File: src/rtl/core/gtem_pkg.sv
// ----------------------------------------------------------------------------
// gtem_pkg
// shared widths, constants, register indexes and types of the edge map block
// ----------------------------------------------------------------------------
`default_nettype none

package gtem_pkg;

  localparam int PIX_W      = 8;
  localparam int THR_W      = 8;
  localparam int FW_W       = 11;
  localparam int FH_W       = 13;
  localparam int ROW_W      = 12;
  localparam int CFG_IDX_W  = 2;
  localparam int CFG_DATA_W = 13;

  localparam int MAX_WIDTH_DEF = 1024;
  localparam int MIN_DIM       = 3;
  localparam int MAX_HEIGHT    = 4096;

  localparam logic [PIX_W-1:0] EDGE_VALUE = 8'd255;
  localparam logic [PIX_W-1:0] FLAT_VALUE = 8'd1;

  localparam logic [THR_W-1:0] THRESHOLD_RST = 8'd8;
  localparam logic [FW_W-1:0]  WIDTH_RST     = 11'd640;
  localparam logic [FH_W-1:0]  HEIGHT_RST    = 13'd480;

  localparam logic [CFG_IDX_W-1:0] REG_THRESHOLD = 2'd0;
  localparam logic [CFG_IDX_W-1:0] REG_WIDTH     = 2'd1;
  localparam logic [CFG_IDX_W-1:0] REG_HEIGHT    = 2'd2;

  typedef struct packed {
    logic interior;
    logic frame_end;
  } pos_flags_t;

endpackage

`default_nettype wire

File: src/rtl/core/gtem_position.sv
// ----------------------------------------------------------------------------
// gtem_position
// column and row counters with clamped frame size, border and end-of-frame flags
// ----------------------------------------------------------------------------
`default_nettype none

module gtem_position
  import gtem_pkg::*;
#(
  parameter int MAX_WIDTH = MAX_WIDTH_DEF,
  parameter int COL_W     = $clog2(MAX_WIDTH_DEF)
) (
  input  wire logic             clk,
  input  wire logic             rst_n,
  input  wire logic             advance,
  input  wire logic [FW_W-1:0]  frame_width,
  input  wire logic [FH_W-1:0]  frame_height,
  output logic      [COL_W-1:0] col,
  output pos_flags_t            flags
);

  localparam int WW    = $clog2(MAX_WIDTH + 1);
  localparam int CMP_W = (WW > FW_W) ? WW : FW_W;

  logic [COL_W-1:0] col_r, col_nxt;
  logic [ROW_W-1:0] row_r, row_nxt;
  logic [CMP_W-1:0] fw_ext, w_eff, w_last;
  logic [FH_W-1:0]  h_eff;
  logic [ROW_W-1:0] h_last;
  logic             last_col, last_row;

  always_comb begin
    fw_ext = CMP_W'(frame_width);
    if (fw_ext < CMP_W'(MIN_DIM)) begin
      w_eff = CMP_W'(MIN_DIM);
    end else if (fw_ext > CMP_W'(MAX_WIDTH)) begin
      w_eff = CMP_W'(MAX_WIDTH);
    end else begin
      w_eff = fw_ext;
    end
    w_last = w_eff - CMP_W'(1);

    if (frame_height < FH_W'(MIN_DIM)) begin
      h_eff = FH_W'(MIN_DIM);
    end else if (frame_height > FH_W'(MAX_HEIGHT)) begin
      h_eff = FH_W'(MAX_HEIGHT);
    end else begin
      h_eff = frame_height;
    end
    h_last = ROW_W'(h_eff - FH_W'(1));
  end

  // counters past a shrunken size count as sitting on the last position
  assign last_col = CMP_W'(col_r) >= w_last;
  assign last_row = row_r >= h_last;

  always_comb begin
    col_nxt = col_r;
    row_nxt = row_r;
    if (advance) begin
      if (last_col) begin
        col_nxt = '0;
        row_nxt = last_row ? '0 : row_r + ROW_W'(1);
      end else begin
        col_nxt = col_r + COL_W'(1);
      end
    end
  end

  always_ff @(posedge clk) begin
    if (!rst_n) begin
      col_r <= '0;
      row_r <= '0;
    end else begin
      col_r <= col_nxt;
      row_r <= row_nxt;
    end
  end

  assign col             = col_r;
  assign flags.interior  = (col_r != '0) && (row_r != '0) && !last_col && !last_row;
  assign flags.frame_end = last_col && last_row;

endmodule

`default_nettype wire

File: config.mk
export PLATFORM = sky130hd
export DESIGN_NAME = gtem_position
export DESIGN_NICKNAME = d
export VERILOG_FILES = /design/src/rtl/core/gtem_pkg.sv /design/src/rtl/core/gtem_position.sv
export SDC_FILE = /design/constraint.sdc
export NUM_CORES = 1
export LEC_CHECK = 0
export BUFFER_PORTS_ARGS = -buffer_cell sky130_fd_sc_hd__buf_2
export CORE_AREA = 2 2 104 56
export DETAILED_ROUTE_END_ITERATION = 12
export DIE_AREA = 0 0 106 58
export PLACE_DENSITY = 0.74
export SKIP_CTS_REPAIR_TIMING = 1
export SYNTH_ARGS = -nofsm -noshare
export SYNTH_HDL_FRONTEND = slang
export SYNTH_SLANG_ARGS = --single-unit
File: constraint.sdc
create_clock -name clk -period 3.74 [get_ports clk]
set_clock_uncertainty 0.1 [all_clocks]
set_input_delay 0.374 -clock clk [delete_from_list [all_inputs] [get_ports clk]]
set_output_delay 0.374 -clock clk [all_outputs]
set_load 0.1 [all_outputs]
==> run_results.csv <==
group,metric,value,unit
critical_path,slowest_stage,"a2111oi_4",
cts,worst_skew_pair.late_latency,0.27,ns
final_layout,nFillCells,467,
synth,synth_common_cells,"nor2_1 (33), ha_1 (28), dfxtp_1 (22), nand2_1 (22)",
timing,setup_violations,2,
synth,yosysTopAreaCellShare,19.5,%
hold_path,hold_class,"primary input to flip-flop",
placement,placed_cells,405,
placement,place_congestion,0.869,
synth,synth_area_leader_cell,"dfxtp_1",
outcome,status,"finished, violations left",
timing,setup_slack,-0.0771,ns
outcome,violations,"setup timing",
cts,tritoncts,"done",
synth,synth_warnings,0,
global_routing,grt_pass1_vias,2019,
critical_path,start_kind,"primary input",
drt,routed_wl,6.37,mm
floorplan,ios,39,
drt,drcViolationCount,0,
timing,rsz0062_at_grt,"yes",
timing,hold_violations,0,
synth,synth_seq_area_share,19.5,%
critical_path,crit_path_end_kind,"output port",
drt,post_drt_wl_per_cell,15.2,um
power,leakage,1.22,nW
global_routing,grt_max_degree,15,
timing,finalSetupTns,-0.117,ns
synth,ys_top_cells_by_area,"dfxtp_1 (19%), ha_1 (15%), nor2_1 (5.5%)",
critical_path,crit_path_max_fanout,5,
floorplan,num_rows,19,
drt,drt-pass1-iter-count,5,
critical_path,cp.required,3.27,ns
critical_path,cp.arrival,3.34,ns
synth,ys.flop_type,"dfxtp_1",
floorplan,start_util,43.1,%
flow_run,maxCapViolations,0,
synth,yosysMostFrequentCell,"nor2_1",
cts,cts_root_buf,"clkbuf_8",
drt,avgViaCountPerCell,5.89,
timing,finalCritPeriodShare,102,%
placement,pre_cts_ws,-0.110,ns
synth,synthArstFlopShare,0,%
power,powerDensity,219,nW/um^2
final_layout,multiInputGateArea,1860,um^2
critical_path,crit_buf_inv,3,
placement,portBuffers,38,
critical_path,crit_cells,16,
cts,numCtsBuffers,3,
final_layout,area_growth,28.7,%
power,power,0.638,mW
timing,finalMaxSlewViolations,0,
critical_path,cpMostUsedCell,"nor4_4",
global_routing,antenna_found_initial,0,
global_routing,gr-usage-all-layers,20.8,%
floorplan,core,5250,um^2
drt,num_vias,2463,
floorplan,die_w,106,um
synth,synth_cells,288,
synth,synth_cell_types,53,
timing,max_freq,262,MHz
drt,drtIter0Drc,246,
timing,tightest_slew,0.595,ns
synth,postSynthAreaPerCell,7.86,um^2
final_layout,num_antenna_cells,0,
final_layout,fin_cells,418,
final_layout,regArea,440,um^2
critical_path,worst-r2r-cell-count,11,
floorplan,die-area,6150,um^2
final_layout,drive_gt1_share,27.5,%
placement,dpl.hpwl,4.83,mm
critical_path,cpPeakStageDelay,0.38,ns
global_routing,grt_pass1_wl,10.2,mm
cts,cts_sinks,22,
critical_path,worstPathCellList,"buf_8 -> nor4_4 -> nand2_2 -> nor2_2 -> o21bai_1 -> ha_2 -> inv_2 -> o21ai_2 -> mux2i_1 -> nor2_1 -> ha_1 -> a21o_1 -> a2111oi_4 -> a21oi_2 -> nor4_4 -> buf_12",
cts,clk_pin_slew,0.08,ns
synth,synth_seq_cells,22,
critical_path,cp_top_family,"compound AO/OA/AOI/OAI gates",
hold_path,hold_depth,2,
floorplan,die_h,58,um
cts,htree_num_levels,1,
critical_path,critical_path_class,"primary input to output port",
synth,netlist_area,2260,um^2
synth,synth_fp_nets,343,
timing,relSlewSlack,59.8,%
final_layout,fin_nets,401,
power,ir_drop,0.109,mV
synth,synth_edf_count,0,
timing,period_minus_slack,3.82,ns
global_routing,overflow,0,
cts,cts_buffer_depth,2,
drt,ant_nets,0,
where the power goes:
part / switching [mW] / internal (mW) / total, mW / leakage (nW)
registers: 0.00392 / 0.236 / 0.240 / 0.177
logic: 0.0996 / 0.0708 / 0.170 / 1.01
clock network: 0.0846 / 0.143 / 0.228 / 0.0357
worst paths after layout:
| check | startpoint | to | slack (ns) |
|---|---|---|---|
| min | rst_n | col[0]$_SDFFE_PN0P_ | 0.37 |
| max | frame_width[3] | flags[1] | -0.08 |
| max reg2reg | row_r[0]$_SDFFE_PN0P_ | row_r[8]$_SDFFE_PN0P_ | 0.99 |
| min reg2reg | row_r[0]$_SDFFE_PN0P_ | row_r[0]$_SDFFE_PN0P_ | 0.44 |
worst reg2reg max path: stages (launching register included):
cell and delay (ns):
dfxtp_1 0.44, inv_1 0.10, ha_1 0.29, nand2b_4 0.15, a2111oi_4 0.36, nor4_2 0.10
buf_4 0.16, buf_4 0.13, nor3b_2 0.32, buf_4 0.26, a41oi_1 0.12, a31oi_1 0.15
cells in the final DEF (no fill, tap or decap), types with 3 or more instances in the layout:
| cell type | synthesis | layout |
|---|---|---|
| a21oi_1 | 11 | 11 |
| a31oi_1 | 7 | 6 |
| a32oi_1 | 9 | 9 |
| and2_1 | 6 | 6 |
| and3_1 | 7 | 7 |
| buf_2 | 3 | 34 |
| buf_4 | 1 | 24 |
| clkbuf_8 | 0 | 3 |
| dfxtp_1 | 22 | 22 |
| ha_1 | 28 | 26 |
| inv_1 | 10 | 9 |
| nand2_1 | 22 | 21 |
| nand2b_1 | 3 | 3 |
| nand3_1 | 10 | 10 |
| nand4_1 | 7 | 7 |
| nor2_1 | 33 | 31 |
| nor2b_1 | 5 | 5 |
| nor3_1 | 11 | 8 |
| nor3_2 | 0 | 3 |
| nor4_1 | 10 | 7 |
| nor4_4 | 0 | 3 |
| o21a_1 | 7 | 7 |
| o21ai_1 | 10 | 9 |
| o21bai_1 | 5 | 5 |
| o22ai_1 | 4 | 4 |
| o31ai_2 | 4 | 4 |
| or3_1 | 5 | 5 |
| xnor2_1 | 3 | 3 |
| xor2_1 | 9 | 9 |
state kept, by name, indices dropped and copies added (netlist names):
name,cells
col,10
row_r,12
cell type report:
class                   instances  share of cell area (%)
multi-input cells             247                    63.7
flip-flops and latches         22                    15.1
repair buffers                 62                    14.3
well taps                      73                    3.13
clock buffers                   3                    1.42
inverters                      10                    1.29
clock inverters                 1                    1.03
routing by layer:
layer	up-vias	GRT usage, %	share of wire (%)
met5	-	0	0
met3	5	4.50	8.3
met2	103	27.3	41
li1	1209	-	-
met1	1146	34.5	50
met4	0	2.26	0.64
kinds of logic (layout without fill, tap and decap cells):
group / count (synthesis) / after routing / synth area share, %
AO/OA/AOI/OAI: 77 / 77 / 26.2
flip-flops: 22 / 22 / 19.5
XOR/XNOR: 12 / 12 / 4.64
buffers and inverters: 19 / 76 / 3.81
adder cells (fa/ha/maj): 28 / 28 / 15.5
multiplexers: 1 / 1 / 0.442
AND/OR/NAND/NOR: 129 / 129 / 30.0
metrics by stage:
stage          cell area (um^2)  hold slack, ns  utilization (%)
5_1_grt                    2910           0.386             55.5
4_1_cts                    2780           0.368             52.8
6_report                   2910           0.375             55.5
3_5_place_dp               2710           0.411             51.5
2_1_floorplan              2330           0.375                -
3_3_place_gp               2710           0.403             51.5
No activity file was read; power rests on OpenSTA's default activity.
