==> config.mk <==
export PLATFORM = sky130hd
export DESIGN_NAME = gtem_classify
export DESIGN_NICKNAME = d
export VERILOG_FILES = /design/src/rtl/core/gtem_pkg.sv /design/src/rtl/core/gtem_classify.sv
export SDC_FILE = /design/constraint.sdc
export NUM_CORES = 1
export LEC_CHECK = 0
export BUFFER_PORTS_ARGS = -buffer_cell sky130_fd_sc_hd__buf_2
export CAP_MARGIN = 30
export CORE_MARGIN = 2
export CORE_UTILIZATION = 40
export DETAILED_ROUTE_END_ITERATION = 16
export GPL_ROUTABILITY_DRIVEN = 0
export PLACE_DENSITY = 0.71
export SKIP_LAST_GASP = 1
export SYNTH_ARGS = -nofsm -noshare
export SYNTH_HDL_FRONTEND = slang
export SYNTH_SLANG_ARGS = --single-unit
==> constraint.sdc <==
create_clock -name vclk -period 2.3
set_input_delay 0 -clock vclk [all_inputs]
set_output_delay 0 -clock vclk [all_outputs]
set_load 0.005 [all_outputs]
==> src/rtl/core/gtem_pkg.sv <==
// ----------------------------------------------------------------------------
// gtem_pkg
// shared widths, constants, register indexes and types of the edge map block
// ----------------------------------------------------------------------------
`default_nettype none

package gtem_pkg;

  localparam int PIX_W      = 8;
  localparam int THR_W      = 8;
  localparam int FW_W       = 11;
  localparam int FH_W       = 13;
  localparam int ROW_W      = 12;
  localparam int CFG_IDX_W  = 2;
  localparam int CFG_DATA_W = 13;

  localparam int MAX_WIDTH_DEF = 1024;
  localparam int MIN_DIM       = 3;
  localparam int MAX_HEIGHT    = 4096;

  localparam logic [PIX_W-1:0] EDGE_VALUE = 8'd255;
  localparam logic [PIX_W-1:0] FLAT_VALUE = 8'd1;

  localparam logic [THR_W-1:0] THRESHOLD_RST = 8'd8;
  localparam logic [FW_W-1:0]  WIDTH_RST     = 11'd640;
  localparam logic [FH_W-1:0]  HEIGHT_RST    = 13'd480;

  localparam logic [CFG_IDX_W-1:0] REG_THRESHOLD = 2'd0;
  localparam logic [CFG_IDX_W-1:0] REG_WIDTH     = 2'd1;
  localparam logic [CFG_IDX_W-1:0] REG_HEIGHT    = 2'd2;

  typedef struct packed {
    logic interior;
    logic frame_end;
  } pos_flags_t;

endpackage

`default_nettype wire

==> src/rtl/core/gtem_classify.sv <==
// ----------------------------------------------------------------------------
// gtem_classify
// edge decision from the differences to the pixel above and to the left
// ----------------------------------------------------------------------------
`default_nettype none

module gtem_classify
  import gtem_pkg::*;
(
  input  wire logic [PIX_W-1:0] pixel,
  input  wire logic [PIX_W-1:0] above,
  input  wire logic [PIX_W-1:0] left,
  input  wire logic [THR_W-1:0] threshold,
  input  wire logic             interior,
  output logic      [PIX_W-1:0] result
);

  logic [PIX_W-1:0] diff_up, diff_left;

  always_comb begin
    diff_up   = (pixel > above) ? pixel - above : above - pixel;
    diff_left = (pixel > left)  ? pixel - left  : left - pixel;
    if (!interior) begin
      result = pixel;
    end else if (diff_up > threshold || diff_left > threshold) begin
      result = EDGE_VALUE;
    end else begin
      result = FLAT_VALUE;
    end
  end

endmodule

`default_nettype wire

==> results of run 1 <==
[worst min-delay path, stage by stage]
cell and delay, ps:
buf_2 110, nor2_1 50, a21oi_2 80, buf_2 110
[routing by layer]
metal | vias to the layer above | GRT usage
met5 | - | 0
met4 | 0 | 0.0128
met3 | 5 | 0.0115
met2 | 56 | 0.368
met1 | 877 | 0.289
li1 | 990 | -
[worst min path at each step]
stage               startpoint        end  slack [ps]  cells past startpoint
floorplan             pixel[0]  result[0]          90                      1
global placement      pixel[7]  result[7]         360                      4
detailed placement    pixel[7]  result[7]         350                      4
CTS                   pixel[7]  result[7]         350                      4
global route          pixel[7]  result[7]         440                      4
finish                pixel[7]  result[7]         350                      4
[power by group]
group,internal [uW],switching (uW)
clock,0,0
sequential,0,0
combinational,484,456
total,484,456
[final cells by class]
cell class         instances  area [um^2]  share of cell area
inverters                 35          148              0.0547
well taps                 52         65.1              0.0241
multi-input cells        187         1840               0.681
repair buffers            96          648               0.240
[logic make-up after synthesis]
| kind of cell | synth area share |
|---|---|
| and+or+nand+nor | 0.111 |
| buffers and inverters | 0.121 |
| muxes | 0.0814 |
| adders and majority gates | 0.374 |
| AOI/OAI and AO/OA | 0.253 |
| xor gates and xnor gates | 0.0600 |
[metrics by stage]
| stage | setup slack, ps | utilization | cell area, um^2 | TNS (ps) | power [uW] |
|---|---|---|---|---|---|
| after floorplan | -25.5 | - | 1900 | -178 | 550 |
| after global placement | -546 | 0.574 | 2470 | -3810 | 787 |
| after detailed placement | -642 | 0.574 | 2470 | -4480 | 809 |
| after CTS | -365 | 0.594 | 2550 | -2520 | 879 |
| after global routing | -566 | 0.628 | 2700 | -3940 | 1040 |
| final | -392 | 0.628 | 2700 | -2670 | 940 |
[layout by cell type (no fill, tap or decap), types with 6 or more instances in the layout]
cell	n
inv_1	31
xnor2_1	6
nand4_1	9
a21oi_1	19
xor2_1	6
nor2_1	10
a21o_1	6
buf_4	52
ha_2	7
buf_2	40
mux2i_1	10
ha_4	11
o21ai_0	8
nand2_1	10
ha_1	28
a21oi_2	12
[timing repair]
action | in CTS | in global routing
endpoints found under the setup margin | 7 | 7
gates resized for setup | 19 | 24
setup buffers | 2 | 4
hold endpoints to repair | 0 | 0
hold buffers | 0 | 0
pin swaps | 15 | 13
==> metrics.yaml, run 1 <==
outcome:
  outcome: "finished with violations"
  violations: "negative setup slack"
detailed_routing:
  route.met3.wl_um: 230
  firstDrtPassIters: 5
  drc: 0
  wl_per_cell_um: 13.9
  drt_iter0_drc: 68
  ant_nets: 0
  met1_length_um: 2480
  wl_met2_um: 2370
  routed_wirelength_um: 5160
  viasPerCell: 5.21
  dr.max_layer_used: "met4"
  vias: 1928
die:
  start_util: 0.408
  die_w_um: 70.2
  die_h_um: 70.2
  dieArea_um2: 4930
  io_pins: 41
  coreArea_um2: 4290
  rows: 24
yosys:
  ys_types: 34
  synthTopCellsByCount: "46 x ha_1, 35 x inv_1, 31 x a21oi_1"
  syn_nets: 316
  synth_area_leader_cell: "ha_1"
  yosysWarnings: 0
  synth-seq-area-share: 0
  synth_area_per_cell_um2: 7.52
  syn_area_um2: 1750
  netlist_top_cells_area: "ha_1 33%, a21oi_1 8.9%, inv_1 7.5%"
  post-synth-top-area-fraction: 0.328
  synth_cells: 233
  synth_most_common_cell: "ha_1"
cells_and_area:
  diodes: 0
  finalNonFillerCells: 370
  regArea_um2: 0
  n_sequential_cell: 0
  fillers: 388
  nNetsFinal: 403
  nClkBuffers: 0
  syn_to_final_growth_pct: 54.0
  drive_above_1_share: 0.481
timing:
  tightest_slew_ps: 385
  hold_violations: 0
  grt_setup_unrepaired: "true"
  fin_ws_ps: -392
  final-setup-viol-count: 7
  final_max_slew_viol_count: 0
  relSlewSlack: 0.742
  fmax_ghz: 0.371
  period_needed_ps: 2690
  hold_ws_ps: 352
  period_share: 1.17
worst_setup_path:
  crit_type: "in2out"
  cp.arrival_ps: 2690
  crit_buf_inv: 4
  crit_family: "compound AO/OA/AOI/OAI gates"
  crit_end: "result[7]"
  path_cells: "buf_8 -> inv_16 -> ha_4 -> inv_2 -> fa_2 -> nand3_2 -> a21oi_2 -> o22a_4 -> mux2i_2 -> xnor2_1 -> ha_1 -> nand2_1 -> o21a_1 -> o311a_4 -> a21oi_2 -> buf_2"
  critPathLaunch: "pixel[0]"
  end_kind: "primary output"
  slowest_stage: "o311a_4"
  cp.required_ps: 2300
  cp-start-kind: "input pin"
  cp_max_fo: 7
  slowest_delay_ps: 430
  cp_common_cell: "a21oi_2"
  worst-path-stages: 16
flow_run:
  drv_cap: 0
global_route:
  grt_max_degree: 10
  antenna_found_initial: 0
  overflow: 0
  grt_pass1_wl_um: 8470
  grt_usage: 0.207
  grt_pass1_vias: 1893
worst_hold_path:
  min_path_type: "in2out"
placement:
  dp.cells: 365
  io_buffer_count: 41
  dp_hpwl_um: 4220
power:
  ir_drop_uv: 188
  power_density_nw_per_um2: 348
  p_leak_uw: 0.00135
(Power assumes the default switching activity.)
==> run 2: changes to the inputs <==
Settings changed: ABC_AREA set to 1, PLACE_DENSITY 0.71 to 0.69.
==> run 2 against run 1 <==
Compared with the run above: count of clock-buffer cells in the layout is the same; die area grew 25%; utilization grew 0.76 points; critical path type unchanged; worst setup slack gained 380 ps; power grew 19%; synthesized cell count grew 75%; critical path depth grew 8; sequential cell count is the same; final area grew 28%; combinational power grew 19%; largest cell class unchanged; hold slack lost 34 ps; the run still ends with negative setup slack left.
==> metrics.yaml, run 2 <==
power:
  p_int_uw: 507  # +4.7%
  seqPwrFrac: 0  # unchanged
  ir_drop_uv: 156  # -17%
  switchingPower_uw: 610  # +34%
  pwr-share-comb: 1.000  # about the same
  power_density_nw_per_um2: 323  # -7.4%
  clkPwrFrac: 0  # unchanged
  switching_share: 0.546  # +0.0609
  p_leak_uw: 0.00198  # +47%
global_route:
  grt_pass1_wl_um: 10700  # +26%
  grt_usage: 0.210  # +0.00223
  antenna_found_initial: 0  # unchanged
  grt_max_degree: 9  # -1
  grt_pass1_vias: 2481  # +31%
  overflow: 0  # unchanged
placement:
  io_buffer_count: 41  # unchanged
  dp.cells: 560  # +53%
  dp_hpwl_um: 5190  # +23%
worst_setup_path:
  slowest_delay_ps: 330  # -100 ps
  cp_max_fo: 8  # +1
  path_cells: "buf_12 -> clkinv_8 -> ha_4 -> inv_2 -> fa_2 -> nand2_1 -> nand2_1 -> nand2_1 -> nand2_2 -> nand2_4 -> inv_6 -> nand2_1 -> nand2_1 -> inv_1 -> ha_1 -> nand2_2 -> a21oi_2 -> nor2_1 -> nand2_1 -> nand2_1 -> nand2_2 -> nand2_4 -> nand2_2 -> buf_2"
  cp-start-kind: "input pin"
  cp.arrival_ps: 2310  # -380 ps
  cp.required_ps: 2300  # about the same
  slowest_stage: "fa_2"
  cp_common_cell: "nand2_1"
  crit_type: "in2out"
  end_kind: "primary output"
timing:
  period_share: 1.00  # -0.166
  fin_ws_ps: -9.89  # +382 ps
  tns_ps: -26.7  # +2640 ps
  final-setup-viol-count: 4  # -3
  final_max_slew_viol_count: 0  # unchanged
  tightest_slew_ps: 296  # -88.6 ps
  relSlewSlack: 0.802  # +0.0606
  hold_violations: 0  # unchanged
  grt_setup_unrepaired: "true"
  period_needed_ps: 2310  # -382 ps
  fmax_ghz: 0.433  # +17%
yosys:
  ys_types: 23  # -32%
  synthTopCellsByCount: "172 x nand2_1, 96 x inv_1, 46 x ha_1"
  synth-seq-area-share: 0  # unchanged
  syn_nets: 491  # +55%
  synth_most_common_cell: "nand2_1"
  syn_area_um2: 2220  # +27%
  netlist_top_cells_area: "nand2_1 29%, ha_1 26%, inv_1 16%"
  post-synth-top-area-fraction: 0.291  # -0.0373
  synth_cells: 408  # +75%
  synth_area_per_cell_um2: 5.44  # -28%
  synth_area_leader_cell: "nand2_1"
  yosysWarnings: 0  # unchanged
die:
  die_h_um: 78.5  # +12%
  rows: 27  # +13%
  start_util: 0.408  # about the same
  dieArea_um2: 6160  # +25%
  io_pins: 41  # unchanged
  coreArea_um2: 5440  # +27%
  die_w_um: 78.5  # +12%
cells_and_area:
  fillers: 502  # +29%
  nNetsFinal: 579  # +44%
  diodes: 0  # unchanged
  utilization: 0.636  # +0.00757
  finalNonFillerCells: 566  # +53%
  nClkBuffers: 0  # unchanged
  n_sequential_cell: 0  # unchanged
  drive_above_1_share: 0.443  # -0.0378
  layout_common_cells: "135 x nand2_1, 73 x inv_1, 48 x buf_4"
  regArea_um2: 0  # unchanged
  syn_to_final_growth_pct: 56.0
  layout_commonest_cell: "nand2_1"
detailed_routing:
  drt_iter0_drc: 84  # +24%
  drc: 0  # unchanged
  wl_per_cell_um: 11.9  # -14%
  ant_nets: 0  # unchanged
  vias: 2618  # +36%
  firstDrtPassIters: 6  # +1
  viasPerCell: 4.63  # -11%
  routed_wirelength_um: 6760  # +31%
cts:
  hold_buffers: 0  # unchanged
outcome:
  outcome: "finished with violations"
  violations: "negative setup slack"
worst_hold_path:
  min_path_type: "in2out"
flow_run:
  drv_cap: 0  # unchanged
==> run 2: cell count changes in the layout (fill, tap and decap cells not counted), moves of 8 or more <==
| cell | previous run | this run |
|---|---|---|
| a21oi_1 | 19 | 9 |
| ha_1 | 28 | 20 |
| ha_4 | 11 | 26 |
| nand2_1 | 10 | 135 |
| o21ai_0 | 8 | 0 |
| mux2i_1 | 10 | 0 |
| nand2_2 | 0 | 46 |
| inv_2 | 3 | 18 |
| inv_1 | 31 | 73 |
| nand3_1 | 0 | 12 |
==> run 2: logic make-up after synthesis <==
| group | synth area share |
|---|---|
| adders and majority gates | 0.296 |
| and+or+nand+nor | 0.418 |
| xor gates and xnor gates | 0.0395 |
| AOI/OAI and AO/OA | 0.0587 |
| buffers and inverters | 0.188 |
==> run 2: cell type report <==
type	instances	area (um^2)	share of cell area
repair buffers	91	641	0.185
well taps	72	90.1	0.0260
multi-input cells	303	2310	0.669
inverters	100	415	0.120
==> run 2: worst paths after layout <==
path | slack [ps] | endpoint | depth (start not counted) | start
setup / recovery | -10 | result[2] | 24 | pixel[0]
hold / removal | 320 | result[7] | 4 | pixel[7]
==> run 2: critical path: cells and delay by family <==
kind / cells / cell delay, ps
buf+inv: 6 / 440
simple gates: 14 / 1160
fa+ha+maj: 3 / 680
compound gates: 1 / 40
==> run 2: timing repair <==
item                                    4_1_cts  5_1_grt
gates resized for setup                      53       95
pin swaps                                    18       60
endpoints found under the setup margin        7        7
hold endpoints to repair                      0        0
gates cloned                                  0        0
buffers inserted                              1        5
==> run 2: per-stage QoR <==
stage / hold slack, ps / setup slack [ps] / total power, uW / area, um^2
after floorplan: 97.3 / 229 / 554 / 2220
after detailed placement: 329 / -270 / 837 / 2810
after global placement: 311 / -240 / 815 / 2810
final: 318 / -9.89 / 1120 / 3460
after CTS: 275 / 3.58 / 951 / 3100
after global routing: 338 / -157 / 1240 / 3460
==> run 2: per-layer routing <==
metal,track usage,share of wire,wire length [um]
met1,0.276,0.45,3060
met2,0.388,0.51,3440
met3,0.00345,0.031,207
met4,0.0316,0.0064,43
met5,0,0,0
==> run 2: power groups by stage <==
| stage | registers [uW] | clock network, uW | logic, uW |
|---|---|---|---|
| 3_5_place_dp | 0 | 0 | 837 |
| 2_1_floorplan | 0 | 0 | 554 |
| 3_3_place_gp | 0 | 0 | 815 |
| 6_report | 0 | 0 | 1120 |
| 4_1_cts | 0 | 0 | 951 |
| 5_1_grt | 0 | 0 | 1240 |
==> run 3: changes to the inputs <==
Settings changed: BUFFER_PORTS_ARGS -buffer_cell sky130_fd_sc_hd__buf_2 to -buffer_cell sky130_fd_sc_hd__clkbuf_2, CORE_MARGIN 2 to 1.5, SKIP_LAST_GASP 1 to not set.
==> run 3 against run 2 <==
Compared with the run above: fmax down 2.0%; global-route usage up 0.72 points; the flow still finishes with violations (negative setup slack); die area shrank 2.5%; count of clock-buffer cells in the layout unchanged; non-clock buffer count is 2 lower.
==> metrics.yaml, run 3 (synthesized netlist as in run 2, its figures left out) <==
flow_run:
  drv_cap: 0  # unchanged
die:
  rows: 26  # -3.7%
  io_pins: 41  # unchanged
  die_h_um: 77.5  # -1.3%
  start_util: 0.424  # +0.0157
  die_w_um: 77.5  # -1.3%
  dieArea_um2: 6000  # -2.5%
  coreArea_um2: 5240  # -3.7%
global_route:
  antenna_found_initial: 0  # unchanged
  grt_max_degree: 9  # unchanged
  overflow: 0  # unchanged
  grt_pass1_wl_um: 10900  # +1.5%
  grt_pass1_vias: 2476  # -0.20%
  grt_usage: 0.217  # +0.00719
worst_setup_path:
  cp_max_fo: 8  # unchanged
  cp.arrival_ps: 2360  # +50 ps
  end_kind: "primary output"
  cp-start-kind: "input pin"
  crit_type: "in2out"
  cp.required_ps: 2300  # about the same
timing:
  relSlewSlack: 0.788  # -0.0141
  grt_setup_unrepaired: "true"
  tightest_slew_ps: 317  # +21.2 ps
  period_share: 1.02  # +0.0203
  fmax_ghz: 0.424  # -2.0%
  final_max_slew_viol_count: 0  # unchanged
  tns_ps: -323  # -297 ps
  hold_violations: 0  # unchanged
  final-setup-viol-count: 7  # +3
  fin_ws_ps: -56.6  # -46.7 ps
  period_needed_ps: 2360  # +46.7 ps
  hold_ws_ps: 330  # +12.0 ps
detailed_routing:
  drc: 0  # unchanged
  drt_iter0_drc: 96  # +14%
  ant_nets: 0  # unchanged
  firstDrtPassIters: 4  # -2
  vias: 2621  # +0.11%
  routed_wirelength_um: 6710  # -0.67%
  wl_per_cell_um: 11.9  # about the same
  viasPerCell: 4.66  # +0.83%
outcome:
  violations: "negative setup slack"
  outcome: "finished with violations"
cells_and_area:
  regArea_um2: 0  # unchanged
  diodes: 0  # unchanged
  syn_to_final_growth_pct: 50.5
  nClkBuffers: 0  # unchanged
  fillers: 484  # -3.6%
  layout_common_cells: "142 x nand2_1, 81 x inv_1, 46 x buf_4"
  nNetsFinal: 577  # -0.35%
  final_area_um2: 3340  # -3.5%
  n_sequential_cell: 0  # unchanged
  multi_input_area_um2: 2240  # -3.3%
  drive_above_1_share: 0.400  # -0.0429
  layout_commonest_cell: "nand2_1"
power:
  ir_drop_uv: 156  # about the same
  total_power_uw: 1070  # -4.2%
  p_leak_uw: 0.00197  # -0.71%
  power_density_nw_per_um2: 320  # -0.72%
placement:
  place_area_um2: 2790  # -0.62%
  dp_hpwl_um: 5110  # -1.7%
  io_buffer_count: 41  # unchanged
cts:
  hold_buffers: 0  # unchanged
worst_hold_path:
  min_path_type: "in2out"
==> run 3: changes by cell type in the layout (fill, tap and decap cells not counted), moves of 2 or more <==
cell      change
buf_4         -2
nor2_1        +2
inv_1         +8
nand2_2       -4
nor2_2        -2
clkbuf_2     +38
nand2_4       -3
nand2_1       +7
buf_6         -5
inv_4         +2
inv_2         -9
buf_2        -33
ha_4          -2
==> run 3: layer usage <==
metal,vias up,track usage,share of wire
met4,0,0.0164,0.0034
met1,1163,0.298,0.46
li1,1380,-,-
met2,76,0.389,0.49
met3,2,0.00824,0.041
met5,-,0,0
==> run 3: final cells by class <==
cell class	count	area share
Timing Repair Buffer	89	0.179
Multi-Input combinational cell	303	0.670
Tap cell	70	0.0262
Inverter	100	0.124
==> run 3: worst paths after layout <==
path / start / end / slack (ps) / cells past startpoint
worst max-delay path: pixel[0] / result[5] / -60 / 23
worst min-delay path: pixel[0] / result[0] / 330 / 4
==> run 3: where the power goes <==
group          total (uW)  switching (uW)  leakage, uW  internal [uW]
clock                   0               0            0              0
sequential              0               0            0              0
combinational        1070             588      0.00197            482
total                1070             588      0.00197            482
==> run 3: critical path: stages <==
cell and delay (ps):
clkbuf_16 140, clkinv_8 50, ha_4 140, inv_4 40, fa_2 340, nand2_2 80, nand2_2 60, nand2_2 60
nand2_2 60, nand2_4 150, nand2_1 80, nand2_1 70, inv_1 60, ha_4 260, nand2_1 60, nor2_2 140
nand2_1 60, nand2_1 60, nand2_1 60, nand2_2 80, nand2_4 100, nand2_2 90, clkbuf_2 110
==> run 3: what timing repair did <==
item                                    in CTS  in global routing
gates cloned                                 0                  0
endpoints found under the setup margin       7                  7
pin swaps                                   31                 39
setup buffers                                2                  4
gates resized for setup                     48                 65
endpoints found under the hold margin        0                  0
==> run 3: metrics by stage <==
stage / instances / util / setup WS, ps
2_1_floorplan: 408 / - / 229
3_3_place_gp: 556 / 0.533 / -201
3_5_place_dp: 556 / 0.533 / -265
4_1_cts: 558 / 0.583 / -25.1
5_1_grt: 562 / 0.638 / -199
6_report: 562 / 0.638 / -56.6
